===== src/assert_macros.svh =====
// Assertion macros shared by the text console cell writer modules.
`ifndef ASSERT_MACROS_SVH
`define ASSERT_MACROS_SVH

// A property that must hold at every clock edge outside reset.
`define ASSERT_HOLDS(label, clk, rst_n, prop, msg) \
    label: assert property (@(posedge clk) disable iff (!rst_n) prop) else $error(msg);

// A condition that must never be true outside reset.
`define ASSERT_NEVER(label, clk, rst_n, cond, msg) \
    label: assert property (@(posedge clk) disable iff (!rst_n) !(cond)) else $error(msg);

`endif


===== src/tcw_pkg.sv =====
// Package with the constants, types and helper functions of the text console cell writer.
`timescale 1ns / 1ps

package tcw_pkg;

    localparam int COLUMNS = 80;
    localparam int ROWS    = 25;
    localparam int CELLS   = COLUMNS * ROWS;

    localparam int COL_W  = 7;
    localparam int ROW_W  = 5;
    localparam int CHAR_W = 8;
    localparam int CELL_W = 16;
    localparam int ADDR_W = $clog2(CELLS);

    localparam int QDEPTH = 2;
    localparam int QPTR_W = $clog2(QDEPTH);
    localparam int QCNT_W = $clog2(QDEPTH + 1);

    localparam logic [COL_W-1:0]  LAST_COL  = COL_W'(COLUMNS - 1);
    localparam logic [ROW_W-1:0]  LAST_ROW  = ROW_W'(ROWS - 1);
    localparam logic [ADDR_W-1:0] LAST_CELL = ADDR_W'(CELLS - 1);

    localparam logic [CHAR_W-1:0] CH_BACKSPACE = 8'h08;
    localparam logic [CHAR_W-1:0] CH_NEWLINE   = 8'h0A;
    localparam logic [CHAR_W-1:0] CH_SPACE     = 8'h20;
    localparam logic [CELL_W-1:0] BLANK_CELL   = 16'h0720;

    localparam logic OP_PUT  = 1'b0;
    localparam logic OP_READ = 1'b1;

    typedef enum logic [2:0] {
        K_PUT      = 3'd0,
        K_BS       = 3'd1,
        K_NL       = 3'd2,
        K_READ     = 3'd3,
        K_READ_OUT = 3'd4
    } t_kind;

    typedef struct packed {
        t_kind             kind;
        logic [CHAR_W-1:0] char_code;
        logic [COL_W-1:0]  read_column;
        logic [ROW_W-1:0]  read_row;
    } t_cmd;

    // Map a screen row to its row in the store, given the row that is on top.
    function automatic logic [ROW_W-1:0] phys_row(input logic [ROW_W-1:0] row,
                                                  input logic [ROW_W-1:0] top);
        logic [ROW_W:0] sum;
        sum = {1'b0, row} + {1'b0, top};
        if (sum >= (ROW_W + 1)'(ROWS)) begin
            sum = sum - (ROW_W + 1)'(ROWS);
        end
        return sum[ROW_W-1:0];
    endfunction

endpackage


===== src/tcw_queue.sv =====
// Short command queue between the front end and the back end.
`timescale 1ns / 1ps

`include "assert_macros.svh"

module tcw_queue (
    input  logic          i_clk,
    input  logic          i_rst_n,
    input  logic          i_push_valid,
    output logic          o_push_ready,
    input  tcw_pkg::t_cmd i_push_cmd,
    output logic          o_pop_valid,
    input  logic          i_pop,
    output tcw_pkg::t_cmd o_pop_cmd
);

    tcw_pkg::t_cmd               r_slot [tcw_pkg::QDEPTH];
    logic [tcw_pkg::QPTR_W-1:0]  r_wr_ptr;
    logic [tcw_pkg::QPTR_W-1:0]  r_rd_ptr;
    logic [tcw_pkg::QCNT_W-1:0]  r_count;
    logic                        push;

    assign o_push_ready = r_count != tcw_pkg::QCNT_W'(tcw_pkg::QDEPTH);
    assign o_pop_valid  = r_count != '0;
    assign push         = i_push_valid && o_push_ready;
    assign o_pop_cmd    = r_slot[r_rd_ptr];

    always_ff @(posedge i_clk) begin
        if (!i_rst_n) begin
            r_wr_ptr <= '0;
            r_rd_ptr <= '0;
            r_count  <= '0;
        end else begin
            if (push) begin
                r_wr_ptr <= (r_wr_ptr == tcw_pkg::QPTR_W'(tcw_pkg::QDEPTH - 1))
                            ? '0 : r_wr_ptr + 1'b1;
            end
            if (i_pop) begin
                r_rd_ptr <= (r_rd_ptr == tcw_pkg::QPTR_W'(tcw_pkg::QDEPTH - 1))
                            ? '0 : r_rd_ptr + 1'b1;
            end
            if (push && !i_pop) begin
                r_count <= r_count + 1'b1;
            end else if (i_pop && !push) begin
                r_count <= r_count - 1'b1;
            end
        end
    end

    always_ff @(posedge i_clk) begin
        if (push) begin
            r_slot[r_wr_ptr] <= i_push_cmd;
        end
    end

    `ASSERT_NEVER(a_no_underflow, i_clk, i_rst_n, i_pop && (r_count == '0), "pop from empty queue")

endmodule


===== config.mk =====
export PLATFORM = sky130hd
export DESIGN_NAME = tcw_queue
export DESIGN_NICKNAME = d
export VERILOG_FILES = /design/src/tcw_pkg.sv /design/src/tcw_queue.sv
export VERILOG_INCLUDE_DIRS = /design/src /design/src/src
export SDC_FILE = /design/constraint.sdc
export NUM_CORES = 1
export LEC_CHECK = 0
export BUFFER_PORTS_ARGS = -buffer_cell sky130_fd_sc_hd__buf_2
export CORE_MARGIN = 3
export CORE_UTILIZATION = 51
export CTS_CLUSTER_SIZE = 24
export DETAILED_ROUTE_END_ITERATION = 16
export GPL_ROUTABILITY_DRIVEN = 0
export PLACE_DENSITY = 0.79
export SYNTH_ARGS = -nofsm -noshare
export SYNTH_HDL_FRONTEND = slang
export SYNTH_SLANG_ARGS = --single-unit
export TNS_END_PERCENT = 20

===== constraint.sdc =====
create_clock -name i_clk -period 2 [get_ports i_clk]
set_input_delay 0.1 -clock i_clk [delete_from_list [all_inputs] [get_ports i_clk]]
set_output_delay 0.1 -clock i_clk [all_outputs]
set_load 0.01 [all_outputs]

[Word level (Yosys, flattened, before mapping)]
Memories as Yosys holds them, arrays and structs flattened. A register that Yosys moved wholly into a read port is not among the register bits.
Cells that the tools add are included.
Storage, ports and cells
  bits in registers: 4
  bits in writable memories: 46
  input port bits: 27
  output and inout port bits: 25
  word-level logic and storage cells: 24
  memories: 1
Memory list
  r_slot: depth 2, bits a word 23, read ports 1, clocked after Yosys merged registers in 1, write ports 1, RTL line tcw_queue.sv:17  | tcw_pkg::t_cmd r_slot [tcw_pkg::QDEPTH];
Operators by class
  $add $sub $neg: 4
  equal/unequal tests: 1
  multiplexer cells: 8
  reductions and logical operators: 7
Operators by type and width (number)
  2-to-1 mux 1 bit: 6
  2-to-1 mux 2 bit: 2
  nonzero test 2 bit: 2
  logical AND 1 bit: 3
  adder 1 bit (second input constant): 2
  adder 2 x 1 -> 2 bit (second input constant): 1
  zero test 1 bit: 2
  != test 2 bit (second input constant): 1
  subtractor 2 x 1 -> 2 bit (second input constant): 1

[Longest topological paths before layout]
Gate-level depths: netlist (run 1).
  word-level depth: 6
  gate-level depth with buffers: 6
  gate-level depth less buffers: 6

[Worst setup path after synthesis (run 1)]
Ideal clock, no wire load.
  kind: flip-flop to flip-flop
  from: register r_count[0] in the netlist's numbering
  to: memory r_slot[1][0] in the netlist's numbering, enable pin
  library setup time: 0.382 ns
  data arrival time: 1.182 ns
  setup slack: 0.436 ns
  stages on the path, launching flop included: 3
  path buffers: 0
  clock period less this slack: 1.564 ns
  cell sequence: dfxtp_1 -> nand2b_4 -> and3_1
On the way
  longest elaborated chain between the ends: 4
Ends and longest elaborated chain
  from (decl): RTL line tcw_queue.sv:20  | logic [tcw_pkg::QCNT_W-1:0] r_count;
  from (signal assigned): RTL line tcw_queue.sv:43  | r_count <= r_count + 1'b1;
  from (signal assigned): RTL line tcw_queue.sv:45  | r_count <= r_count - 1'b1;
  != test 2 bit: RTL line tcw_queue.sv:23  | assign o_push_ready = r_count != tcw_pkg::QCNT_W'(tcw_pkg::QDEPTH);
  net o_push_ready: RTL line tcw_queue.sv:10  | output logic o_push_ready,
  logical AND 1 bit: RTL line tcw_queue.sv:25  | assign push = i_push_valid && o_push_ready;
  2-to-1 mux 1 bit: RTL line tcw_queue.sv:51  | if (push) begin
  2-to-1 mux 1 bit (implied by the code): RTL line tcw_queue.sv:52  | r_slot[r_wr_ptr] <= i_push_cmd;
  to (decl): RTL line tcw_queue.sv:17
The timed path passes the listed nets, and every way through them passes these cells.

==> impl_metrics.ini, run 1 <==
[cts]
clk-insertion-delay-late_ns = 0.29
post-cts-setup-buffers = 0
cts_root_buf = clkbuf_8
tritoncts = done
cts_max_level = 2
numCtsBuffers = 5
cts_hold_buf = 23
clk_pin_slew_ns = 0.08
cts.sinks = 51
cts.repair.resized = 0
cts.path.max_buffers = 2

[synth]
netlist_instances = 95
yosysTopAreaCellShare_pct = 72.8
synth_nets = 123
synth_cell_types = 18
synth_seq_cells = 51
synth-edff-count = 46
synthesis.area_um2 = 1900
yosysMostFrequentCell = edfxtp_1
ys_seq_area_share_pct = 78.1
synth_area_leaders = edfxtp_1, mux2_2, dfxtp_1
synthFlopType = edfxtp_1
async_reset_ff_share_pct = 0
synth_common_cells = edfxtp_1, mux2_2, dfxtp_1
avgSynthCellArea_um2 = 20.0
synth_top_area_cell = edfxtp_1
ys_warn_count = 0

[grt]
grt_pass1_wl_mm = 4.88
grt_use_total_pct = 15.4
antenna_found_initial = 0
grt_start_max_net_pins = 24
first_global_vias = 1094
overflow = 0

[power]
powerDensity_nw_per_um2 = 902
finalPower_mw = 2.29
ir_drop_mv = 0.674
p_leak_nw = 0.983

[timing]
hold_violations = 0
skew_ns = 0.00347
fmax_mhz = 606
period_share_pct = 82.4
tightestPinTransition_ns = 0.301
slew_headroom_pct = 79.9
setup_viol = 0
fin_ws_ns = 0.351
finalSetupTns_ns = 0
finalCriticalPeriod_ns = 1.65
rsz0062_at_grt = false
slew_violations = 0
timing.hold.ws_ns = 0.0693

[setup_path]
path_class = reg2out
slowest_stage = dfxtp_1
cp_max_fo = 20
cp.arrival_ns = 1.55
max_stage_delay_ns = 0.41
critPathRequiredTime_ns = 1.90
critPathLaunchType = flip-flop
crit_chain = buf_4 -> mux2_2 -> buf_2
end_kind = output pin

[routing]
wl_per_cell_um = 13.7
drc = 0
drtPass1Iterations = 4
drt-vias-per-instance = 4.76
drtIter0Drc = 38
num_vias = 1067
drt-total-wl_mm = 3.08
ant_nets = 0

[outcome]
status = finished clean

[placed_design]
place_hpwl_mm = 2.04
port_buffers = 51
detailedPlace.worstSlack_ns = 0.452
dp.cells = 193

[cells_and_area]
nNetsFinal = 205
syn_to_final_growth_pct = 33.7
final_cells = 224
drive_gt1_share_pct = 48.9
antenna_cells = 0

[floorplan]
die_area_um2 = 4490
die_w_um = 67.0
coreArea_um2 = 3470
die_y_um = 67.0
start_util_pct = 54.7
rows = 21
num_io_pins = 52

[min_path]
hold_path_class = in2reg

[run]
drv_cap = 0
## final cells by class
type	instances	area, um2
clock buffers	5	68.8
well taps	46	57.6
fillers	245	932
inverters	2	7.51
flip-flops and latches	51	1480
clock inverters	3	20.0
repair buffers	77	508
multi-input cells	40	393
## registers in the layout, summed over array words and instances (netlist names), named ones only
register	flops
r_rd_ptr	1
r_wr_ptr	1
r_slot	46
r_count	2
## power breakdown
group | switching, mW | total, mW | leakage, nW | internal, mW
clock | 0.300 | 0.544 | 0.0418 | 0.243
sequential | 0.0372 | 1.32 | 0.471 | 1.29
combinational | 0.204 | 0.420 | 0.470 | 0.216
total | 0.541 | 2.29 | 0.983 | 1.75
## metal layers
metal | GRT usage [%] | share of wire [%] | up-vias
li1 | - | - | 527
met1 | 17.2 | 40 | 503
met2 | 26.7 | 53 | 32
met3 | 5.73 | 6.3 | 5
met4 | 5.32 | 1.1 | 0
met5 | 0 | 0 | -
## kinds of logic (layout without fill, tap and decap cells)
group | Yosys count | count (layout) | share of synthesized area (%)
mux | 23 | 23 | 13.7
flops | 51 | 51 | 78.1
compound gates | 4 | 4 | 1.58
fa+ha+maj | 1 | 1 | 0.660
simple gates | 9 | 9 | 3.43
buf+inv | 4 | 87 | 1.19
xor+xnor | 3 | 3 | 1.39
## per-stage QoR
step	utilization (%)	area (um2)
floorplan	-	1900
global placement	63.9	2220
detailed placement	63.9	2220
CTS	73.1	2540
global route	73.1	2540
finish	73.1	2540
## path summary, 6_finish.rpt
kind	startpoint	endpoint	slack [ns]	cells after the start
worst max-delay path	flip-flop	o_pop_cmd[17]	0.35	3
worst min-delay path	i_rst_n	r_rd_ptr	0.07	2
worst max register to register	r_count[0]	r_count[1]	0.43	5
worst min register to register	r_count[1]	r_count[1]	0.56	2
## worst max-delay path: cells and delay by family, from the launching register on
family | cells | cell delay [ns]
muxes | 1 | 0.38
buffers and inverters | 2 | 0.46
DFF | 1 | 0.41
## cells in the final DEF (no fill, tap or decap), types with 2 or more instances in the layout
master / synthesis / routed
and2_1: 4 / 4
buf_2: 0 / 51
buf_4: 2 / 3
clkbuf_8: 0 / 5
dfxtp_1: 5 / 5
dlygate4sd3_1: 0 / 23
edfxtp_1: 46 / 46
inv_1: 2 / 2
mux2_2: 23 / 23
xor2_1: 2 / 2
Power figures use the tool's default switching activity.
==> inputs of run 2 (changes only) <==
Settings changed: ABC_AREA set to 1, CORE_UTILIZATION 51 to 46, PLACE_DENSITY 0.79 to 0.75.
Clock period 2 ns to 1.5 ns, I/O delays scaled along.
==> run 2 against run 1 <==
Effect of this change:
- non-clock buffer count is 3 higher
- final area rose by 3.1%
- wire length is 7.8% higher
- sequential power up 30%
- via count up 7.2%
- critical path depth unchanged
- core utilization shrank 4.8 points
- sequential cell count unchanged
- first-iteration DRC count rose by 24%
- combinational power rose by 14%
- largest power group unchanged
- power up 43%
==> impl_metrics.ini, run 2 <==
[outcome]
status = finished clean

[cells_and_area]
multiInputGateArea_um2 = 379
nNetsFinal = 220
fillerInstances = 277
largest_register = r_slot
drive_gt1_share_pct = 48.2
largest_reg_flops = 46
layout_common_cells = buf_2, edfxtp_1, mux2_2, dlygate4sd3_1
register_area_um2 = 1480
final_common_cell = buf_2
syn_to_final_growth_pct = 37.9
design_area_um2 = 2610
antenna_cells = 0
largestRegisters = r_slot (46), r_count (2)

[synth]
synthFlopType = edfxtp_1
synthesis.area_um2 = 1900
ys_seq_area_share_pct = 78.2
synth_common_cells = edfxtp_1, mux2_2, nand2_1
synth_top_area_cell = edfxtp_1
synth_nets = 135
async_reset_ff_share_pct = 0
yosysTopAreaCellShare_pct = 72.9
synth_seq_cells = 51
synth_area_leaders = edfxtp_1, mux2_2, dfxtp_1
synth-edff-count = 46
ys_warn_count = 0
avgSynthCellArea_um2 = 17.7
synth_cell_types = 12
netlist_instances = 107
yosysMostFrequentCell = edfxtp_1

[setup_path]
reg2reg_slack_ns = 0.10
crit_buf_inv = 2
path_class = reg2out
cp.arrival_ns = 1.35
max_stage_delay_ns = 0.36
end_kind = output pin
critPathLaunchType = flip-flop
reg2reg_to = r_count[1]
cp_top_family = buffers and inverters
slowest_stage = mux2_2
critPathRequiredTime_ns = 1.42
cp_max_fo = 13
rr_startpoint = r_count[0]
r2r_cells = 10
crit_chain = buf_4 -> mux2_2 -> buf_2

[timing]
tightestPinTransition_ns = 0.183
setup_viol = 0
timing.hold.ws_ns = 0.0601
period_share_pct = 95.1
fmax_mhz = 701
slew_violations = 0
finalCriticalPeriod_ns = 1.43
slew_headroom_pct = 87.8
rsz0062_at_grt = false
skew_ns = 0.00896
hold_violations = 0

[grt]
overflow = 0
grt_pass1_wl_mm = 5.26
first_global_vias = 1148
antenna_found_initial = 0
grt_use_total_pct = 14.2
grt_start_max_net_pins = 16

[floorplan]
die_w_um = 70.2
rows = 22
coreArea_um2 = 3830
num_io_pins = 52
die_area_um2 = 4930
die_y_um = 70.2
start_util_pct = 49.5

[routing]
drtIter0Drc = 47
wl_per_cell_um = 13.8
num_vias = 1144
ant_nets = 0
drt-total-wl_mm = 3.32
drtPass1Iterations = 4
drc = 0
drt-vias-per-instance = 4.75

[min_path]
holdPathStages = 3
hold_path_class = in2reg
holdCritStartpoint = i_pop

[placed_design]
place_hpwl_mm = 2.32
port_buffers = 51
dpl_cell_area_um2 = 2240

[power]
powerDensity_nw_per_um2 = 1250
ir_drop_mv = 0.804
p_leak_nw = 1.04

[cts]
tritoncts = done
numCtsBuffers = 5
clk-insertion-delay-late_ns = 0.29
cts.path.max_buffers = 2
clk_pin_slew_ns = 0.08
cts_root_buf = clkbuf_8
cts_max_level = 2
cts.sinks = 51

[run]
drv_cap = 0
[run 2: changes by cell type after synthesis, moves of 2 or more]
cell	change
buf_6	+2
and2_1	-4
xor2_1	-2
inv_1	+6
nor2_1	+8
nand2_1	+9
buf_4	-2
[run 2: where the power goes]
part           total, mW  switching, mW  internal [mW]
Clock               1.07          0.403          0.666
Combinational      0.480          0.247          0.233
Sequential          1.72         0.0339           1.68
Total               3.27          0.684           2.58
[run 2: timing repair]
item / 4_1_cts / 5_1_grt
setup buffers: 0 / 0
hold endpoints to repair: 46 / 0
resized for setup: 1 / 4
setup endpoints to repair: 1 / 1
gates cloned: 0 / 0
hold buffers: 23 / 0
[run 2: logic make-up (layout without fill, tap and decap cells)]
logic type                 count (synthesis)  count (layout)  share of synthesized area (%)
and+or+nand+nor                           19              19                           3.96
DFF                                       51              51                           78.2
adders and majority gates                  1               1                          0.660
buffers and inverters                     10              96                           2.77
AOI/OAI and AO/OA                          3               3                          0.792
muxes                                     23              23                           13.7
[run 2: tightest hold or removal path, stage by stage]
cell and delay (ns):
buf_2 0.11, nor2_1 0.05, nor2_1 0.08
[run 2: cell type report]
class / count / share of cell area [%]
sequential: 51 / 56.7
timing repair buffer: 80 / 20.3
multi-input combinational: 46 / 14.5
clock buffer: 6 / 2.78
clock inverter: 2 / 2.30
tap: 48 / 2.30
inverter: 8 / 1.15
[run 2: worst max-delay path by stage]
stage | from | end | slack [ns] | cells after the start
floorplan | r_count[0] | r_slot[0][0] | -0.14 | 4
global placement | r_count[0] | r_count[1] | 0.19 | 10
detailed placement | r_count[0] | r_count[1] | -0.01 | 10
CTS | r_count[0] | r_count[1] | 0.008 | 10
global route | flip-flop | o_pop_cmd[7] | 0.005 | 3
finish | flip-flop | o_pop_cmd[7] | 0.07 | 3
[run 2: per-stage QoR]
stage | setup TNS [ns] | power [mW] | utilization [%] | cells | setup slack (ns)
3_3_place_gp | 0 | 2.15 | 58.5 | 210 | 0.194
5_1_grt | 0 | 3.40 | 68.3 | 241 | 0.00453
3_5_place_dp | -0.0148 | 2.17 | 58.5 | 210 | -0.0148
4_1_cts | 0 | 3.28 | 68.1 | 241 | 0.00849
6_report | 0 | 3.27 | 68.3 | 241 | 0.0735
2_1_floorplan | -6.41 | 1.99 | - | 107 | -0.139
[run 2: layer usage]
metal  wire length (um)  vias up  global-route usage, %  part of all wire, %
met1               1330      538                   16.1                   40
met4                 48        0                   4.89                  1.4
li1                   -      560                      -                    -
met3                184        6                   5.18                  5.5
met5                  0        -                      0                    0
met2               1750       40                   24.6                   53
