`src/assert_macros.svh`:
```
// Assertion macros shared by the text console cell writer modules.
`ifndef ASSERT_MACROS_SVH
`define ASSERT_MACROS_SVH

// A property that must hold at every clock edge outside reset.
`define ASSERT_HOLDS(label, clk, rst_n, prop, msg) \
    label: assert property (@(posedge clk) disable iff (!rst_n) prop) else $error(msg);

// A condition that must never be true outside reset.
`define ASSERT_NEVER(label, clk, rst_n, cond, msg) \
    label: assert property (@(posedge clk) disable iff (!rst_n) !(cond)) else $error(msg);

`endif

```
`src/tcw_pkg.sv`:
```
// Package with the constants, types and helper functions of the text console cell writer.
`timescale 1ns / 1ps

package tcw_pkg;

    localparam int COLUMNS = 80;
    localparam int ROWS    = 25;
    localparam int CELLS   = COLUMNS * ROWS;

    localparam int COL_W  = 7;
    localparam int ROW_W  = 5;
    localparam int CHAR_W = 8;
    localparam int CELL_W = 16;
    localparam int ADDR_W = $clog2(CELLS);

    localparam int QDEPTH = 2;
    localparam int QPTR_W = $clog2(QDEPTH);
    localparam int QCNT_W = $clog2(QDEPTH + 1);

    localparam logic [COL_W-1:0]  LAST_COL  = COL_W'(COLUMNS - 1);
    localparam logic [ROW_W-1:0]  LAST_ROW  = ROW_W'(ROWS - 1);
    localparam logic [ADDR_W-1:0] LAST_CELL = ADDR_W'(CELLS - 1);

    localparam logic [CHAR_W-1:0] CH_BACKSPACE = 8'h08;
    localparam logic [CHAR_W-1:0] CH_NEWLINE   = 8'h0A;
    localparam logic [CHAR_W-1:0] CH_SPACE     = 8'h20;
    localparam logic [CELL_W-1:0] BLANK_CELL   = 16'h0720;

    localparam logic OP_PUT  = 1'b0;
    localparam logic OP_READ = 1'b1;

    typedef enum logic [2:0] {
        K_PUT      = 3'd0,
        K_BS       = 3'd1,
        K_NL       = 3'd2,
        K_READ     = 3'd3,
        K_READ_OUT = 3'd4
    } t_kind;

    typedef struct packed {
        t_kind             kind;
        logic [CHAR_W-1:0] char_code;
        logic [COL_W-1:0]  read_column;
        logic [ROW_W-1:0]  read_row;
    } t_cmd;

    // Map a screen row to its row in the store, given the row that is on top.
    function automatic logic [ROW_W-1:0] phys_row(input logic [ROW_W-1:0] row,
                                                  input logic [ROW_W-1:0] top);
        logic [ROW_W:0] sum;
        sum = {1'b0, row} + {1'b0, top};
        if (sum >= (ROW_W + 1)'(ROWS)) begin
            sum = sum - (ROW_W + 1)'(ROWS);
        end
        return sum[ROW_W-1:0];
    endfunction

endpackage

```
`src/tcw_channels.sv`:
```
// Handshake interfaces for the input, result and configuration channels.
`timescale 1ns / 1ps

interface tcw_in_if;
    logic                       valid;
    logic                       ready;
    logic                       op;
    logic [tcw_pkg::CHAR_W-1:0] char_code;
    logic [tcw_pkg::COL_W-1:0]  read_column;
    logic [tcw_pkg::ROW_W-1:0]  read_row;

    modport source(output valid, op, char_code, read_column, read_row, input ready);
    modport sink(input valid, op, char_code, read_column, read_row, output ready);
endinterface


```
`src/tcw_front.sv`:
```
// Front end: accepts input items, classifies them and hands commands to the queue.
`timescale 1ns / 1ps

module tcw_front (
    input  logic          i_clk,
    input  logic          i_rst_n,
    input  logic          i_hold,
    tcw_in_if.sink        i_in,
    output logic          o_push_valid,
    input  logic          i_push_ready,
    output tcw_pkg::t_cmd o_push_cmd
);

    logic          r_valid;
    tcw_pkg::t_cmd r_cmd;
    tcw_pkg::t_cmd n_cmd;
    logic          take;
    logic          col_ok;
    logic          row_ok;

    assign i_in.ready = !i_hold && (!r_valid || i_push_ready);
    assign take       = i_in.valid && i_in.ready;

    assign col_ok = {1'b0, i_in.read_column} < (tcw_pkg::COL_W + 1)'(tcw_pkg::COLUMNS);
    assign row_ok = {1'b0, i_in.read_row} < (tcw_pkg::ROW_W + 1)'(tcw_pkg::ROWS);

    always_comb begin
        n_cmd.char_code   = i_in.char_code;
        n_cmd.read_column = i_in.read_column;
        n_cmd.read_row    = i_in.read_row;
        if (i_in.op == tcw_pkg::OP_READ) begin
            n_cmd.kind = (col_ok && row_ok) ? tcw_pkg::K_READ : tcw_pkg::K_READ_OUT;
        end else if (i_in.char_code == tcw_pkg::CH_BACKSPACE) begin
            n_cmd.kind = tcw_pkg::K_BS;
        end else if (i_in.char_code == tcw_pkg::CH_NEWLINE) begin
            n_cmd.kind = tcw_pkg::K_NL;
        end else begin
            n_cmd.kind = tcw_pkg::K_PUT;
        end
    end

    always_ff @(posedge i_clk) begin
        if (!i_rst_n) begin
            r_valid <= 1'b0;
        end else if (take) begin
            r_valid <= 1'b1;
        end else if (i_push_ready) begin
            r_valid <= 1'b0;
        end
    end

    always_ff @(posedge i_clk) begin
        if (take) begin
            r_cmd <= n_cmd;
        end
    end

    assign o_push_valid = r_valid;
    assign o_push_cmd   = r_cmd;

endmodule

```
`src/flat_wrapper.sv`:
```
// flat-port wrapper written by rule: the top's interface ports become plain ports
module tcw_front_flat 
  (i_clk, i_rst_n, i_hold, o_push_valid, i_push_ready, o_push_cmd, i_in_valid, i_in_op, i_in_char_code, i_in_read_column, i_in_read_row, i_in_ready);
  tcw_in_if i_in_i ();
  input  logic i_clk;
  input  logic i_rst_n;
  input  logic i_hold;
  output logic o_push_valid;
  input  logic i_push_ready;
  output tcw_pkg::t_cmd o_push_cmd;
  input wire logic [$bits(i_in_i.valid)-1:0] i_in_valid;
  input wire logic [$bits(i_in_i.op)-1:0] i_in_op;
  input wire logic [$bits(i_in_i.char_code)-1:0] i_in_char_code;
  input wire logic [$bits(i_in_i.read_column)-1:0] i_in_read_column;
  input wire logic [$bits(i_in_i.read_row)-1:0] i_in_read_row;
  output wire logic [$bits(i_in_i.ready)-1:0] i_in_ready;
  assign i_in_i.valid = i_in_valid;
  assign i_in_i.op = i_in_op;
  assign i_in_i.char_code = i_in_char_code;
  assign i_in_i.read_column = i_in_read_column;
  assign i_in_i.read_row = i_in_read_row;
  assign i_in_ready = i_in_i.ready;
  tcw_front u_core (.i_clk(i_clk), .i_rst_n(i_rst_n), .i_hold(i_hold), .i_in(i_in_i), .o_push_valid(o_push_valid), .i_push_ready(i_push_ready), .o_push_cmd(o_push_cmd));
endmodule
```
`config.mk`:
```
export PLATFORM = sky130hd
export DESIGN_NAME = tcw_front_flat
export DESIGN_NICKNAME = d
export VERILOG_FILES = /design/src/assert_macros.svh /design/src/tcw_pkg.sv /design/src/tcw_channels.sv /design/src/tcw_front.sv /design/src/flat_wrapper.sv
export SDC_FILE = /design/constraint.sdc
export NUM_CORES = 1
export LEC_CHECK = 0
export BUFFER_PORTS_ARGS = -buffer_cell sky130_fd_sc_hd__buf_4
export CAP_MARGIN = 15
export CORE_MARGIN = 8
export CORE_UTILIZATION = 40
export DETAILED_ROUTE_END_ITERATION = 10
export PLACE_DENSITY_LB_ADDON = 0.3
export SETUP_SLACK_MARGIN = 0.4
export SKIP_LAST_GASP = 1
export SYNTH_ARGS = -nofsm -noshare
export SYNTH_HDL_FRONTEND = slang
export SYNTH_SLANG_ARGS = --single-unit
```
`constraint.sdc`:
```
create_clock -name i_clk -period 2 [get_ports i_clk]
set_input_delay 0.3 -clock i_clk [delete_from_list [all_inputs] [get_ports i_clk]]
set_output_delay 0.3 -clock i_clk [all_outputs]
set_load 0.02 [all_outputs]
```
### After elaboration in Yosys (flattened, before gate mapping)

Index checks and enable logic that the tools add are counted.

| storage, ports and cells | value |
|---|---|
| bits of input ports | 26 |
| flip-flop bits (word level) | 24 |
| word-level logic and storage cells | 22 |

| operators by class | value |
|---|---|
| magnitude comparators | 2 |
| reductions and logical operators | 7 |
| multiplexer cells | 6 |
| equal/unequal tests | 2 |

Operator list:

| kind | count |
|---|---|
| == test 8 x 4 -> 1 bit (second input constant) | 2 |
| 2-to-1 mux 3 bit | 3 |
| < comparator 7 bit (second input constant) | 1 |
| < comparator 5 bit (second input constant) | 1 |
| logical AND 1 bit | 3 |
| zero test 1 bit | 2 |
| 2-to-1 mux 1 bit | 2 |
| 2-to-1 mux 2 bit | 1 |
| nonzero test 2 bit | 1 |
| logical OR 1 bit | 1 |

### Logic depth before layout (Yosys ltp)

Gate-level depths: netlist (run 1).

| logic depth | value |
|---|---|
| word-level depth | 5 |
| gate-level depth with buffers | 3 |
| depth with buffers taken out | 3 |

### Worst setup path before layout (run 1)

Ideal clock, no wire load.

| path | value |
|---|---|
| path type | reg2reg |
| start | register u_core.r_valid (netlist: u_core.o_push_valid) |
| end | register u_core.r_cmd (netlist bit u_core.o_push_cmd[0]) (enable) |
| arrival time | 1.497 ns |
| buffers on the path | 0 |
| slack | 0.121 ns |
| library setup time | 0.382 ns |
| cell stages (with the launch flop) | 4 |
| clock period less this slack | 1.879 ns |
| path through | dfxtp_1 -> nand2b_1 -> nor2b_1 -> and2_1 |

| on the way | value |
|---|---|
| cells in the longest elaborated chain, start to end | 4 |

Ends and longest elaborated chain:

| element | line | text |
|---|---|---|
| start, declared | tcw_front.sv:14 | `logic r_valid;` |
| start signal, assigned | tcw_front.sv:44 | `r_valid <= 1'b0;` |
| start signal, assigned | tcw_front.sv:46 | `r_valid <= 1'b1;` |
| start signal, assigned | tcw_front.sv:48 | `r_valid <= 1'b0;` |
| zero test 1 bit | tcw_front.sv:21 | `assign i_in.ready = !i_hold && (!r_valid \|\| i_push_ready);` |
| logical OR 1 bit | tcw_front.sv:21 |  |
| logical AND 1 bit | tcw_front.sv:21 |  |
| named net i_in_ready | flat_wrapper.sv:16 | `output wire logic [$bits(i_in_i.ready)-1:0] i_in_ready;` |
| logical AND 1 bit | tcw_front.sv:22 | `assign take = i_in.valid && i_in.ready;` |
| named net u_core.take | tcw_front.sv:17 | `logic take;` |
| end signal, assigned | tcw_front.sv:54 | `r_cmd <= n_cmd;` |
| end, declared | tcw_front.sv:15 | `tcw_pkg::t_cmd r_cmd;` |

The timed path passes the listed nets, and every way through them passes these cells.
A chain may end at the register's enable or synchronous reset.

### Worst setup path in the final report (run 1)

| path | value |
|---|---|
| start | register u_core.r_valid (netlist: u_core.o_push_valid) |
| end | output port i_in_ready |

| on the way | value |
|---|---|
| cells in the longest elaborated chain, start to end | 3 |

Ends and longest elaborated chain:

| element | line |
|---|---|
| zero test 1 bit | tcw_front.sv:21 |
| logical OR 1 bit | tcw_front.sv:21 |
| logical AND 1 bit | tcw_front.sv:21 |
| end, declared | flat_wrapper.sv:16 |

No other way between the ends.

==> summary by stage, run 1 <==
Yosys
The post-synthesis sequential area ratio is roughly 86%. The total number of yosys warnings is 0. The largest total area in the synthesized netlist belongs to sky130_fd_sc_hd__edfxtp_1. The share of synthesized area in the top cell type comes to between 80 and 90%. Each instance of the synthesized netlist takes up on average between 20 and 25 um^2. The most common cell in the synthesized netlist is sky130_fd_sc_hd__edfxtp_1. Synthesis inferred 24 register bits. Summing every instance area after synthesis gives 822 um^2. In this run, distinct cell masters in the synthesized netlist total 13. For this run, the leading register cell type out of synthesis is sky130_fd_sc_hd__edfxtp_1. After synthesis, the cell types taking the most area are sky130_fd_sc_hd__edfxtp_1 84%, sky130_fd_sc_hd__dfxtp_1 2.4%, sky130_fd_sc_hd__o311ai_2 2.0%. The number of enable-type register cells in the synthesized netlist is 23.

By count the netlist is led by 23 x sky130_fd_sc_hd__edfxtp_1, 2 x sky130_fd_sc_hd__a21boi_0, 2 x sky130_fd_sc_hd__nand2_1, 2 x sky130_fd_sc_hd__nand2b_1, 2 x sky130_fd_sc_hd__nand3_1. The net count after synthesis is 65. The cell count after synthesis is 39. After synthesis, the share of flip-flops with an asynchronous set or reset is 0%.

Cells and area
Cells with a size suffix above 1 make up approximately 62% of the layout. The finished layout cell area is 0.00129 mm^2. After the last flow step, the layout net total stands at 120. The area growth from synthesis to layout is 56.5%. The number of antenna cells inserted is 0.

After filler insertion, the fill cell instance count of the layout stands at 145.

Setup path
Data on the critical path is required at its endpoint by approximately 1.7 ns. Traced cell by cell, the critical path runs through nand2b_1 > nor2b_1 > buf_4. The longest individual stage delay on the worst path is roughly 0.33 ns. The source of the worst register-to-register timing path is u_core.o_push_valid. Along the worst path, the maximum fanout reaches 2. The worst setup path is of the reg2out kind. The buffer and inverter count on the worst path is 1. The critical path's slowest cell is sky130_fd_sc_hd__dfxtp_1. Data arrives at the worst endpoint at 1.08 ns. The critical path launch point type is a flip-flop.

The start point of the critical path is u_core.o_push_valid. The endpoint type of the worst setup path is an output port. The dominant delay contributor by cell family on the critical path is flip-flops.

STA
The count of final max-slew check failures is 0. Across the routed clock network, the largest skew measured is between 0.003 and 0.004 ns. Setup repair after global routing left no endpoint under its margin. Measured against its own limit, the worst slew margin works out to 80.7%. The routed design could run at a clock period as short as between 1 and 1.5 ns. The number of failing setup endpoints in the final timing report is 0. The share of the cycle needed by the critical path after routing is between 60% and 70%. In the final timing run, aggregate negative setup slack is 0 ns. The final hold violation count is 0. At the pin with the least slew margin, the transition time is just under 0.3 ns. The timing-limited maximum frequency is a little over 0.7 GHz.

Clocking
Clock-pin slew was measured on the worst setup and hold paths at around 0.12 ns. The maximum level of the CTS H-tree is 1. The tree is rooted in a sky130_fd_sc_hd__clkbuf_4.

The clock latency of the later-clocked register in the worst-skew pair is just over 0.3 ns. The hold-fix buffer count after cts is 0. The clock tree from TritonCTS is done. The number of buffers inserted during clock tree synthesis is 3. Buffers added to address setup during post-CTS repair amount to 0.

Gates resized during post-CTS repair numbered 0. The maximum clock insertion buffer count is 2. The TritonCTS sink count is 24.

Global routing
The via count of the first global-routing pass came to 630. The maximum number of pins on one net before global-route repair is 24. The number of antenna violations at the first check in global routing was 0. Summed over all layers, the global routing overflow is 0. The wire length of the first global-routing pass is approximately 2600 um. For this run, the total global-route usage over all layers was measured as just under 10%.

Die
The effective utilization at floorplan is about 42%. The region available for standard cell placement spans 0.00194 mm^2. The vertical extent of the die is between 60 and 70 um. The die covers approximately 0.0038 mm^2. The row count is 16. The number of primary I/O pins is a little over 50. The die is 61.3 um wide.

Min path
The class of the tightest hold or removal check is in2reg. The beginning of the worst hold path is i_in_read_column[2].

Run status
The run finished with clean final reports.

Routing
The count of nets left with antenna violations once routing finished came out at 0. The initial DRC count is 5. The total iterations of the first detailed-routing run is 2. The final routed DRC violation total is 0.

The final routed wirelength across all metal layers is about 1700 um. The routed layout has between 500 and 600 vias. After detailed routing, the average wire length per cell comes to 14.5 um.

Dividing the detail-routed via count by the number of cells gives between 4 and 5.

Flow run
The tool flagged a number of max-cap violations equal to 0.

Place
The total placed instance area is ~0.0012 mm^2. The number of port buffers is 50. Routability-driven placement finished with a final weighted congestion of roughly 0.72.

Pwr
For this design the static power due to leakage is between 0.0005 and 0.0006 uW. The peak supply drop is about 0.52 mV. The power per cell area is around 820 mW/mm^2.
## layer usage
| layer | routed length [um] | track usage (%) | up-vias |
|---|---|---|---|
| met5 | 0 | 0 | - |
| li1 | - | - | 262 |
| met1 | 568 | 8.17 | 257 |
| met4 | 15 | 3.90 | 0 |
| met3 | 152 | 3.76 | 2 |
| met2 | 1000 | 19.4 | 27 |
## final timing paths
check,endpoint,slack (ns),depth (start not counted)
max,i_in_ready,0.62,3
min,u_core.o_push_cmd[7],0.16,1
max reg2reg,u_core.o_push_cmd[16],0.73,3
min reg2reg,u_core.o_push_valid,0.52,2
## cell type report
type                    count  area [um^2]  area share [%]
flip-flops and latches     24          711            55.3
clock buffers               3         22.5            1.75
clock inverters             1         30.0            2.33
well taps                  27         33.8            2.63
repair buffers             50          375            29.2
multi-input cells          15          114            8.85
## sequential cells by signal, indices dropped and copies added (netlist names)
| name | count |
|---|---|
| u_core.o_push_cmd | 23 |
| u_core.o_push_valid | 1 |
## where the power goes
part / leakage [uW] / internal, uW / switching (uW)
clock network: 0.0000279 / 203 / 137
registers: 0.000224 / 577 / 5.88
logic: 0.000271 / 64.5 / 63.8
total: 0.000523 / 844 / 206
## per-stage QoR
stage | hold WS (ns) | setup WS [ns] | cells | total power, uW | util, %
global route | 0.130 | 0.514 | 120 | 1090 | 66.2
floorplan | 0.399 | 0.480 | 39 | 642 | -
finish | 0.157 | 0.618 | 120 | 1050 | 66.2
global placement | 0.480 | 0.697 | 116 | 722 | 63.5
CTS | 0.147 | 0.613 | 120 | 1060 | 66.2
detailed placement | 0.480 | 0.645 | 116 | 725 | 63.5
## cells by family (layout without fill, tap and decap cells)
family	after synthesis	count (layout)	share of synthesized area, %
AO/OA/AOI/OAI	5	5	5.02
buffers and inverters	0	54	0
flip-flops	24	24	86.5
AND/OR/NAND/NOR	10	10	8.52
## placed cells by master, fill, tap and decap left out, types with 2 or more instances in the layout
cell / count
sky130_fd_sc_hd__edfxtp_1: 23
sky130_fd_sc_hd__nand2_1: 2
sky130_fd_sc_hd__a21boi_0: 2
sky130_fd_sc_hd__nand2b_1: 2
sky130_fd_sc_hd__nand3_1: 2
sky130_fd_sc_hd__clkbuf_4: 3
sky130_fd_sc_hd__buf_4: 50
No activity file was read; power rests on OpenSTA's default activity.
==> run 2: changes to the inputs <==
--- a/config.mk
+++ b/config.mk
@@ -8,7 +8,7 @@
 export BUFFER_PORTS_ARGS = -buffer_cell sky130_fd_sc_hd__buf_4
 export CAP_MARGIN = 15
 export CORE_MARGIN = 8
-export CORE_UTILIZATION = 40
+export CORE_UTILIZATION = 36
 export DETAILED_ROUTE_END_ITERATION = 10
 export PLACE_DENSITY_LB_ADDON = 0.3
 export SETUP_SLACK_MARGIN = 0.4
==> constraint.sdc (replaced) <==
create_clock -name i_clk -period 1.15 [get_ports i_clk]
set_input_delay 0.1725 -clock i_clk [delete_from_list [all_inputs] [get_ports i_clk]]
set_output_delay 0.1725 -clock i_clk [all_outputs]
set_load 0.02 [all_outputs]
==> run 2 against run 1 <==
  * The run now ends with negative setup slack left
  * Routed wire length grew 22%
  * Worst hold slack lost 0.13 ns
  * Sequential power grew 75%
  * Global-route usage grew 0.090 points
  * Critical endpoint unchanged
  * Largest cell class unchanged
==> summary by stage, run 2 (synthesized netlist as in run 1, its figures left out) <==
Pwr
The peak supply drop was 0.799 mV (was 0.521 mV). The power per cell area is 1210 mW/mm^2 (was 816 mW/mm^2). The leakage power was 0.000583 uW (was 0.000523 uW).

Routing
The initial DRC count is 8 (was 5). The routed via count was 590 (was 548). The final routed DRC violation total was 0 (unchanged). The wire length per cell after detailed routing is 16.9 um (was 14.5 um). The final routed wirelength across all metal layers is 2120 um (was 1740 um).

The final antenna-violating net count is 0 (unchanged). The average vias per placed instance is 4.72 (was 4.57). The total iterations of the first detailed-routing run is 4 (was 2).

Global routing
The global-route usage over all layers came to 9.80% (was 9.71%). The maximum number of pins on one net before global-route repair is 24 (unchanged). The via count of the first global-routing pass is 630 (unchanged).

The remaining global-route overflow is 0 (unchanged). The wire length of the first global-routing pass is 3080 um (was 2630 um). The number of antenna violations at the first check in global routing was 0 (unchanged).

Cells and area
The ratio of cells with drive above 1 in the final layout is 66.0% (was 62.4%). The finished layout cell area came to 0.00143 mm^2 (was 0.00129 mm^2). Commonest cells after routing, fill and taps aside: 28 x sky130_fd_sc_hd__buf_4, 24 x sky130_fd_sc_hd__buf_6, 23 x sky130_fd_sc_hd__edfxtp_1, 3 x sky130_fd_sc_hd__and2_4, 3 x sky130_fd_sc_hd__clkbuf_4 (was 50 x sky130_fd_sc_hd__buf_4, 23 x sky130_fd_sc_hd__edfxtp_1, 3 x sky130_fd_sc_hd__clkbuf_4). The area growth from synthesis to final layout was 74.0% (was 56.5%). The core occupancy in the finished layout is 65.3% (was 66.2%). The number of antenna cells inserted is 0 (unchanged).

The total number of nets in the final design is 124 (was 120). The number of flip-flops in the largest register is 23 (unchanged). The final non-filler cell total came to 125 (was 120). The commonest non-fill, non-tap cell in the layout is sky130_fd_sc_hd__buf_4 (unchanged).

Place
The placer's final routability congestion estimate came to 0.665 (was 0.718). The number of port buffers is 50 (unchanged). The cell total after placement is 117 (was 116). The total placed instance area was 0.00127 mm^2 (was 0.00123 mm^2).

Clocking
The hold-fix buffer count after cts is 0 (unchanged). The clock root buffer master is sky130_fd_sc_hd__clkbuf_4 (unchanged). The clock-pin transition on the worst setup and hold timing paths is 0.12 ns (about the same). The clock tree from TritonCTS was done (unchanged).

The clock latency of the later-clocked register in the worst-skew pair was 0.32 ns (was 0.31 ns). The maximum level of the CTS H-tree is 1 (unchanged). The number of buffers inserted during clock tree synthesis is 3 (unchanged). The TritonCTS sink count is 24 (unchanged). The maximum clock insertion buffer count came to 2 (unchanged).

STA
The accumulated negative setup slack is -0.160 ns (was 0 ns). The count of final max-slew check failures is 0 (unchanged). The worst-margin pin slew is 0.302 ns (was 0.290 ns).

The setup slack of the critical path after layout was -0.0454 ns (was 0.618 ns). The final period demand of the worst path is 1.20 ns. The final hold violation count is 0 (unchanged). The final-layout worst hold slack is 0.0288 ns (was 0.157 ns). The number of failing setup endpoints in the final timing report is 7 (was 0). Setup repair after global routing missed its margin: yes (was no). The share of the cycle needed by the critical path after routing is 104%.

The clock tree skew after final layout is 0.00872 ns (was 0.00371 ns). Derived from the worst setup path, the maximum achievable clock frequency is around 0.84 GHz. The worst slew margin relative to its limit is 79.7% (was 80.7%).

Setup path
The buffer and inverter count on the worst path is 1 (unchanged). The dominant delay contributor by cell family on the critical path was flip-flops (unchanged). The endpoint type of the worst setup path is an output port (unchanged). The longest individual stage delay on the worst path came to 0.34 ns (was 0.33 ns). Worst path cell trace: nand2b_1 > nor2b_4 > buf_6 (was nand2b_1 > nor2b_1 > buf_4).

The required time reported for the critical path endpoint is 0.98 ns (was 1.70 ns). The category of the critical setup timing path is reg2out (unchanged). The highest net fanout along the worst path is 3 (was 2).

The data arrival time of the worst path is 1.02 ns (was 1.08 ns). The critical path launch point type is a flip-flop (unchanged). The critical path's slowest cell was sky130_fd_sc_hd__dfxtp_2 (was sky130_fd_sc_hd__dfxtp_1).

Run status
The checks that failed: negative setup slack. Outcome: finished, violations left (was finished clean).

Flow run
The count of max-cap constraint violations is 0 (unchanged).

Die
The core outline area is 0.00219 mm^2 (was 0.00194 mm^2). The die extent in x is 63.8 um (was 61.3 um). The vertical extent of the die is 63.8 um (was 61.3 um). The number of primary I/O pins is 51 (unchanged). The row count is 17 (was 16). The floorplan die area is 0.00407 mm^2 (was 0.00376 mm^2). The effective utilization at floorplan is 37.5% (was 42.3%).

Min path
The class of the tightest hold or removal check was in2reg (unchanged).
-- run 2: power by group --
group | switching, uW | internal (uW) | total [uW]
sequential | 17.0 | 1000 | 1020
combinational | 127 | 150 | 277
clock | 244 | 194 | 437
total | 388 | 1350 | 1740
-- run 2: worst paths after layout --
kind	startpoint	to	slack (ns)	depth (start not counted)
worst min register to register	u_core.o_push_valid	u_core.o_push_valid	0.61	3
worst min-delay path	i_in_read_column[2]	u_core.o_push_cmd[7]	0.03	1
worst max-delay path	u_core.o_push_valid	i_in_ready	-0.05	3
worst max register to register	u_core.o_push_valid	u_core.o_push_cmd[3]	-0.03	4
-- run 2: cell type report --
class                   count  area (um^2)
well taps                  28         35.0
repair buffers             52          480
multi-input cells          17          166
clock buffers               4         36.3
fillers                   163          761
flip-flops and latches     24          712
-- run 2: timing repair --
| item | in CTS | in global routing |
|---|---|---|
| buffers inserted | 0 | 2 |
| resized for setup | 20 | 6 |
| setup endpoints to repair | 48 | 48 |
| endpoints found under the hold margin | 0 | 0 |
| cloned | 0 | 2 |
| pin swaps | 0 | 0 |
-- run 2: metal layers --
| metal | wire (um) | GRT usage (%) | up-vias |
|---|---|---|---|
| met2 | 1250 | 17.2 | 32 |
| li1 | - | - | 275 |
| met1 | 642 | 9.10 | 277 |
| met3 | 165 | 4.01 | 6 |
| met4 | 63 | 6.69 | 0 |
| met5 | 0 | 0 | - |
-- run 2: stage by stage --
stage               setup WS, ns  power [uW]
floorplan                 -0.116        1120
global placement         -0.0173        1270
detailed placement       -0.0425        1280
CTS                      -0.0575        1720
global route              -0.116        1800
finish                   -0.0454        1740
==> run 3: changes to the inputs <==
--- a/config.mk
+++ b/config.mk
@@ -11,7 +11,7 @@
 export CORE_UTILIZATION = 36
 export DETAILED_ROUTE_END_ITERATION = 10
 export PLACE_DENSITY_LB_ADDON = 0.3
-export SETUP_SLACK_MARGIN = 0.4
+export SETUP_SLACK_MARGIN = 0.5
 export SKIP_LAST_GASP = 1
 export SYNTH_ARGS = -nofsm -noshare
 export SYNTH_HDL_FRONTEND = slang
==> constraint.sdc (replaced) <==
create_clock -name i_clk -period 1.15 [get_ports i_clk]
set_input_delay 0.345 -clock i_clk [delete_from_list [all_inputs] [get_ports i_clk]]
set_output_delay 0.345 -clock i_clk [all_outputs]
set_load 0.02 [all_outputs]
==> run 3 against run 2 <==
  * The run still ends with negative setup slack left
  * Die area unchanged
  * Non-clock buffer count up 1
  * Clock skew down 0.0015 ns
  * Highest routed layer is now met3
  * Combinational power rose by 6%
  * Final cell count up 1.6%
  * Count of clock-buffer cells in the layout stayed put
  * Clock power shrank 19%
  * Largest power group unchanged
  * Critical path depth unchanged
  * First-iteration DRC count shrank 38%
  * Core utilization is 2.0 points higher
  * Global-route usage decreased by 0.16 points
==> summary by stage, run 3 (synthesized netlist as in run 1, its figures left out) <==
Run status
Violations in the final reports: negative setup slack (unchanged). Outcome: finished, violations left (unchanged).

Setup path
The endpoint type of the worst setup path is an output port (unchanged). The data arrival time of the worst path was 0.99 ns (was 1.02 ns). The highest net fanout along the worst path is 2 (was 3).

The minimum setup slack among reg-to-reg paths is -0.03 ns (about the same). The critical path launch point type is a flip-flop (unchanged). The category of the critical setup timing path is reg2out (unchanged).

The required time reported for the critical path endpoint was 0.81 ns (was 0.98 ns).

Cells and area
The area growth from synthesis to final layout was 79.3% (was 74.0%). The number of flip-flops in the largest register is 23 (unchanged). Commonest cells after routing, fill and taps aside: 29 x sky130_fd_sc_hd__buf_6, 24 x sky130_fd_sc_hd__buf_4, 23 x sky130_fd_sc_hd__edfxtp_1, 4 x sky130_fd_sc_hd__and2_4, 3 x sky130_fd_sc_hd__clkbuf_4 (was 28 x sky130_fd_sc_hd__buf_4, 24 x sky130_fd_sc_hd__buf_6, 23 x sky130_fd_sc_hd__edfxtp_1, 3 x sky130_fd_sc_hd__and2_4, 3 x sky130_fd_sc_hd__clkbuf_4). The total number of nets in the final design is 126 (was 124). The final non-filler cell total is 127 (was 125). The core occupancy in the finished layout is 67.3% (was 65.3%). The number of antenna cells inserted is 0 (unchanged). The finished layout cell area came to 0.00147 mm^2 (was 0.00143 mm^2). The ratio of cells with drive above 1 in the final layout is 68.7% (was 66.0%).

The commonest non-fill, non-tap cell in the layout is sky130_fd_sc_hd__buf_6 (was sky130_fd_sc_hd__buf_4).

STA
The final-layout worst hold slack is 0.221 ns (was 0.0288 ns). The timing-limited maximum frequency was 0.747 GHz (was 0.837 GHz). The worst-margin pin slew is 0.253 ns (was 0.302 ns). The final period demand of the worst path is 1.34 ns (was 1.20 ns). The count of final max-slew check failures is 0 (unchanged). Setup repair after global routing missed its margin: yes (unchanged). The worst slew margin relative to its limit is 83.1% (was 79.7%).

The number of failing setup endpoints in the final timing report is 43 (was 7). The clock tree skew after final layout is 0.00720 ns (was 0.00872 ns). The setup slack of the critical path after layout came to -0.188 ns (was -0.0454 ns). The share of the cycle needed by the critical path after routing is 116% (was 104%).

The final hold violation count is 0 (unchanged).

Pwr
The net switching power is 366 uW (was 388 uW). The power per cell area is 1130 mW/mm^2 (was 1210 mW/mm^2). The share of total power in combinational logic is 17.6% (was 16.0%). The cell-internal power is 1300 uW (was 1350 uW). The peak supply drop is 0.867 mV (was 0.799 mV). The part of the total power dissipated in the clock network is 21.2% (was 25.2%). The leakage power was 0.000601 uW (was 0.000583 uW). The switching share of total power is 21.9% (was 22.4%). The sequential share of power is 61.2% (was 58.8%).

Global routing
The global-route usage over all layers is 9.64% (was 9.80%). The maximum number of pins on one net before global-route repair is 14 (was 24). The wire length of the first global-routing pass is 3140 um (was 3080 um). The remaining global-route overflow is 0 (unchanged). The via count of the first global-routing pass is 683 (was 630). The number of antenna violations at the first check in global routing is 0 (unchanged).

Clocking
The clock root buffer master is sky130_fd_sc_hd__clkbuf_4 (unchanged). The number of buffers inserted during clock tree synthesis is 3 (unchanged). The maximum level of the CTS H-tree is 1 (unchanged).

The hold-fix buffer count after cts was 0 (unchanged). The clock-pin transition on the worst setup and hold timing paths is 0.12 ns (about the same). The maximum clock insertion buffer count came to 2 (unchanged).

The TritonCTS sink count is 24 (unchanged). The clock tree from TritonCTS is done (unchanged). The clock latency of the later-clocked register in the worst-skew pair is 0.30 ns (was 0.32 ns).

Die
The number of primary I/O pins is 51 (unchanged). The floorplan die area is 0.00407 mm^2 (unchanged). The row count was 17 (unchanged). The effective utilization at floorplan is 37.5% (unchanged). The core outline area was 0.00219 mm^2 (unchanged).

The vertical extent of the die was 63.8 um (unchanged). The die extent in x is 63.8 um (unchanged).

Routing
The final antenna-violating net count came to 0 (unchanged). The initial DRC count is 5 (was 8). The final routed DRC violation total came to 0 (unchanged). The final routed wirelength across all metal layers is 1940 um (was 2120 um). The routed via count is 578 (was 590). The total iterations of the first detailed-routing run is 2 (was 4). The wire length per cell after detailed routing came to 15.3 um (was 16.9 um). The average vias per placed instance is 4.55 (was 4.72).

Place
The placer's final routability congestion estimate is 0.678 (was 0.665). The number of port buffers was 50 (unchanged). The cell total after placement is 117 (unchanged). The total placed instance area is 0.00128 mm^2 (was 0.00127 mm^2).

Flow run
The count of max-cap constraint violations is 0 (unchanged).

Min path
The class of the tightest hold or removal check is in2reg (unchanged).
[run 3: cell count changes in the layout (fill, tap and decap cells not counted), sizes merged]
cell / change
buf: +1
and2: +1
[run 3: through the flow]
stage / TNS [ns] / setup WS [ns] / power [uW]
2_1_floorplan: -2.99 / -0.130 / 1120
5_1_grt: -3.86 / -0.261 / 1760
3_3_place_gp: -3.97 / -0.171 / 1270
6_report: -1.42 / -0.188 / 1670
4_1_cts: -1.82 / -0.196 / 1690
3_5_place_dp: -4.54 / -0.196 / 1280
[run 3: what timing repair did]
| item | 4_1_cts | 5_1_grt |
|---|---|---|
| pin swaps | 9 | 6 |
| endpoints found under the hold margin | 0 | 0 |
| cloned | 3 | 0 |
| setup buffers | 3 | 0 |
| gates resized for setup | 32 | 4 |
| setup endpoints to repair | 51 | 52 |
[run 3: cell type report]
type / instances / area [um^2]
fillers: 166 / 717
flip-flops and latches: 24 / 714
repair buffers: 53 / 507
multi-input cells: 18 / 191
well taps: 28 / 35.0
clock buffers: 4 / 26.3
[run 3: final timing paths]
check / startpoint / end / depth (start not counted)
max: u_core.o_push_valid / i_in_ready / 3
min: i_in_char_code[2] / u_core.o_push_cmd[14] / 1
max reg2reg: u_core.o_push_valid / u_core.o_push_cmd[1] / 4
min reg2reg: u_core.o_push_valid / u_core.o_push_valid / 3
[run 3: critical path: stages, from the launching register on]
cell and delay (ns):
sky130_fd_sc_hd__dfxtp_4 0.37, sky130_fd_sc_hd__nand2b_4 0.06, sky130_fd_sc_hd__nor2b_4 0.15, sky130_fd_sc_hd__buf_6 0.12
[run 3: power groups by stage]
stage               Clock, uW  Sequential [uW]  Combinational, uW
finish                    354             1020                293
global route              422             1020                312
CTS                       374             1020                293
detailed placement          0             1030                245
global placement            0             1030                240
floorplan                   0             1080               42.9
[run 3: layer usage]
metal	share of wire (%)	vias to the layer above	routed length (um)	GRT usage, %
met5	0	-	0	0
met4	0	0	0	3.62
met3	8.8	0	171	5.40
met2	55	27	1060	17.6
met1	36	274	707	8.63
li1	-	277	-	-
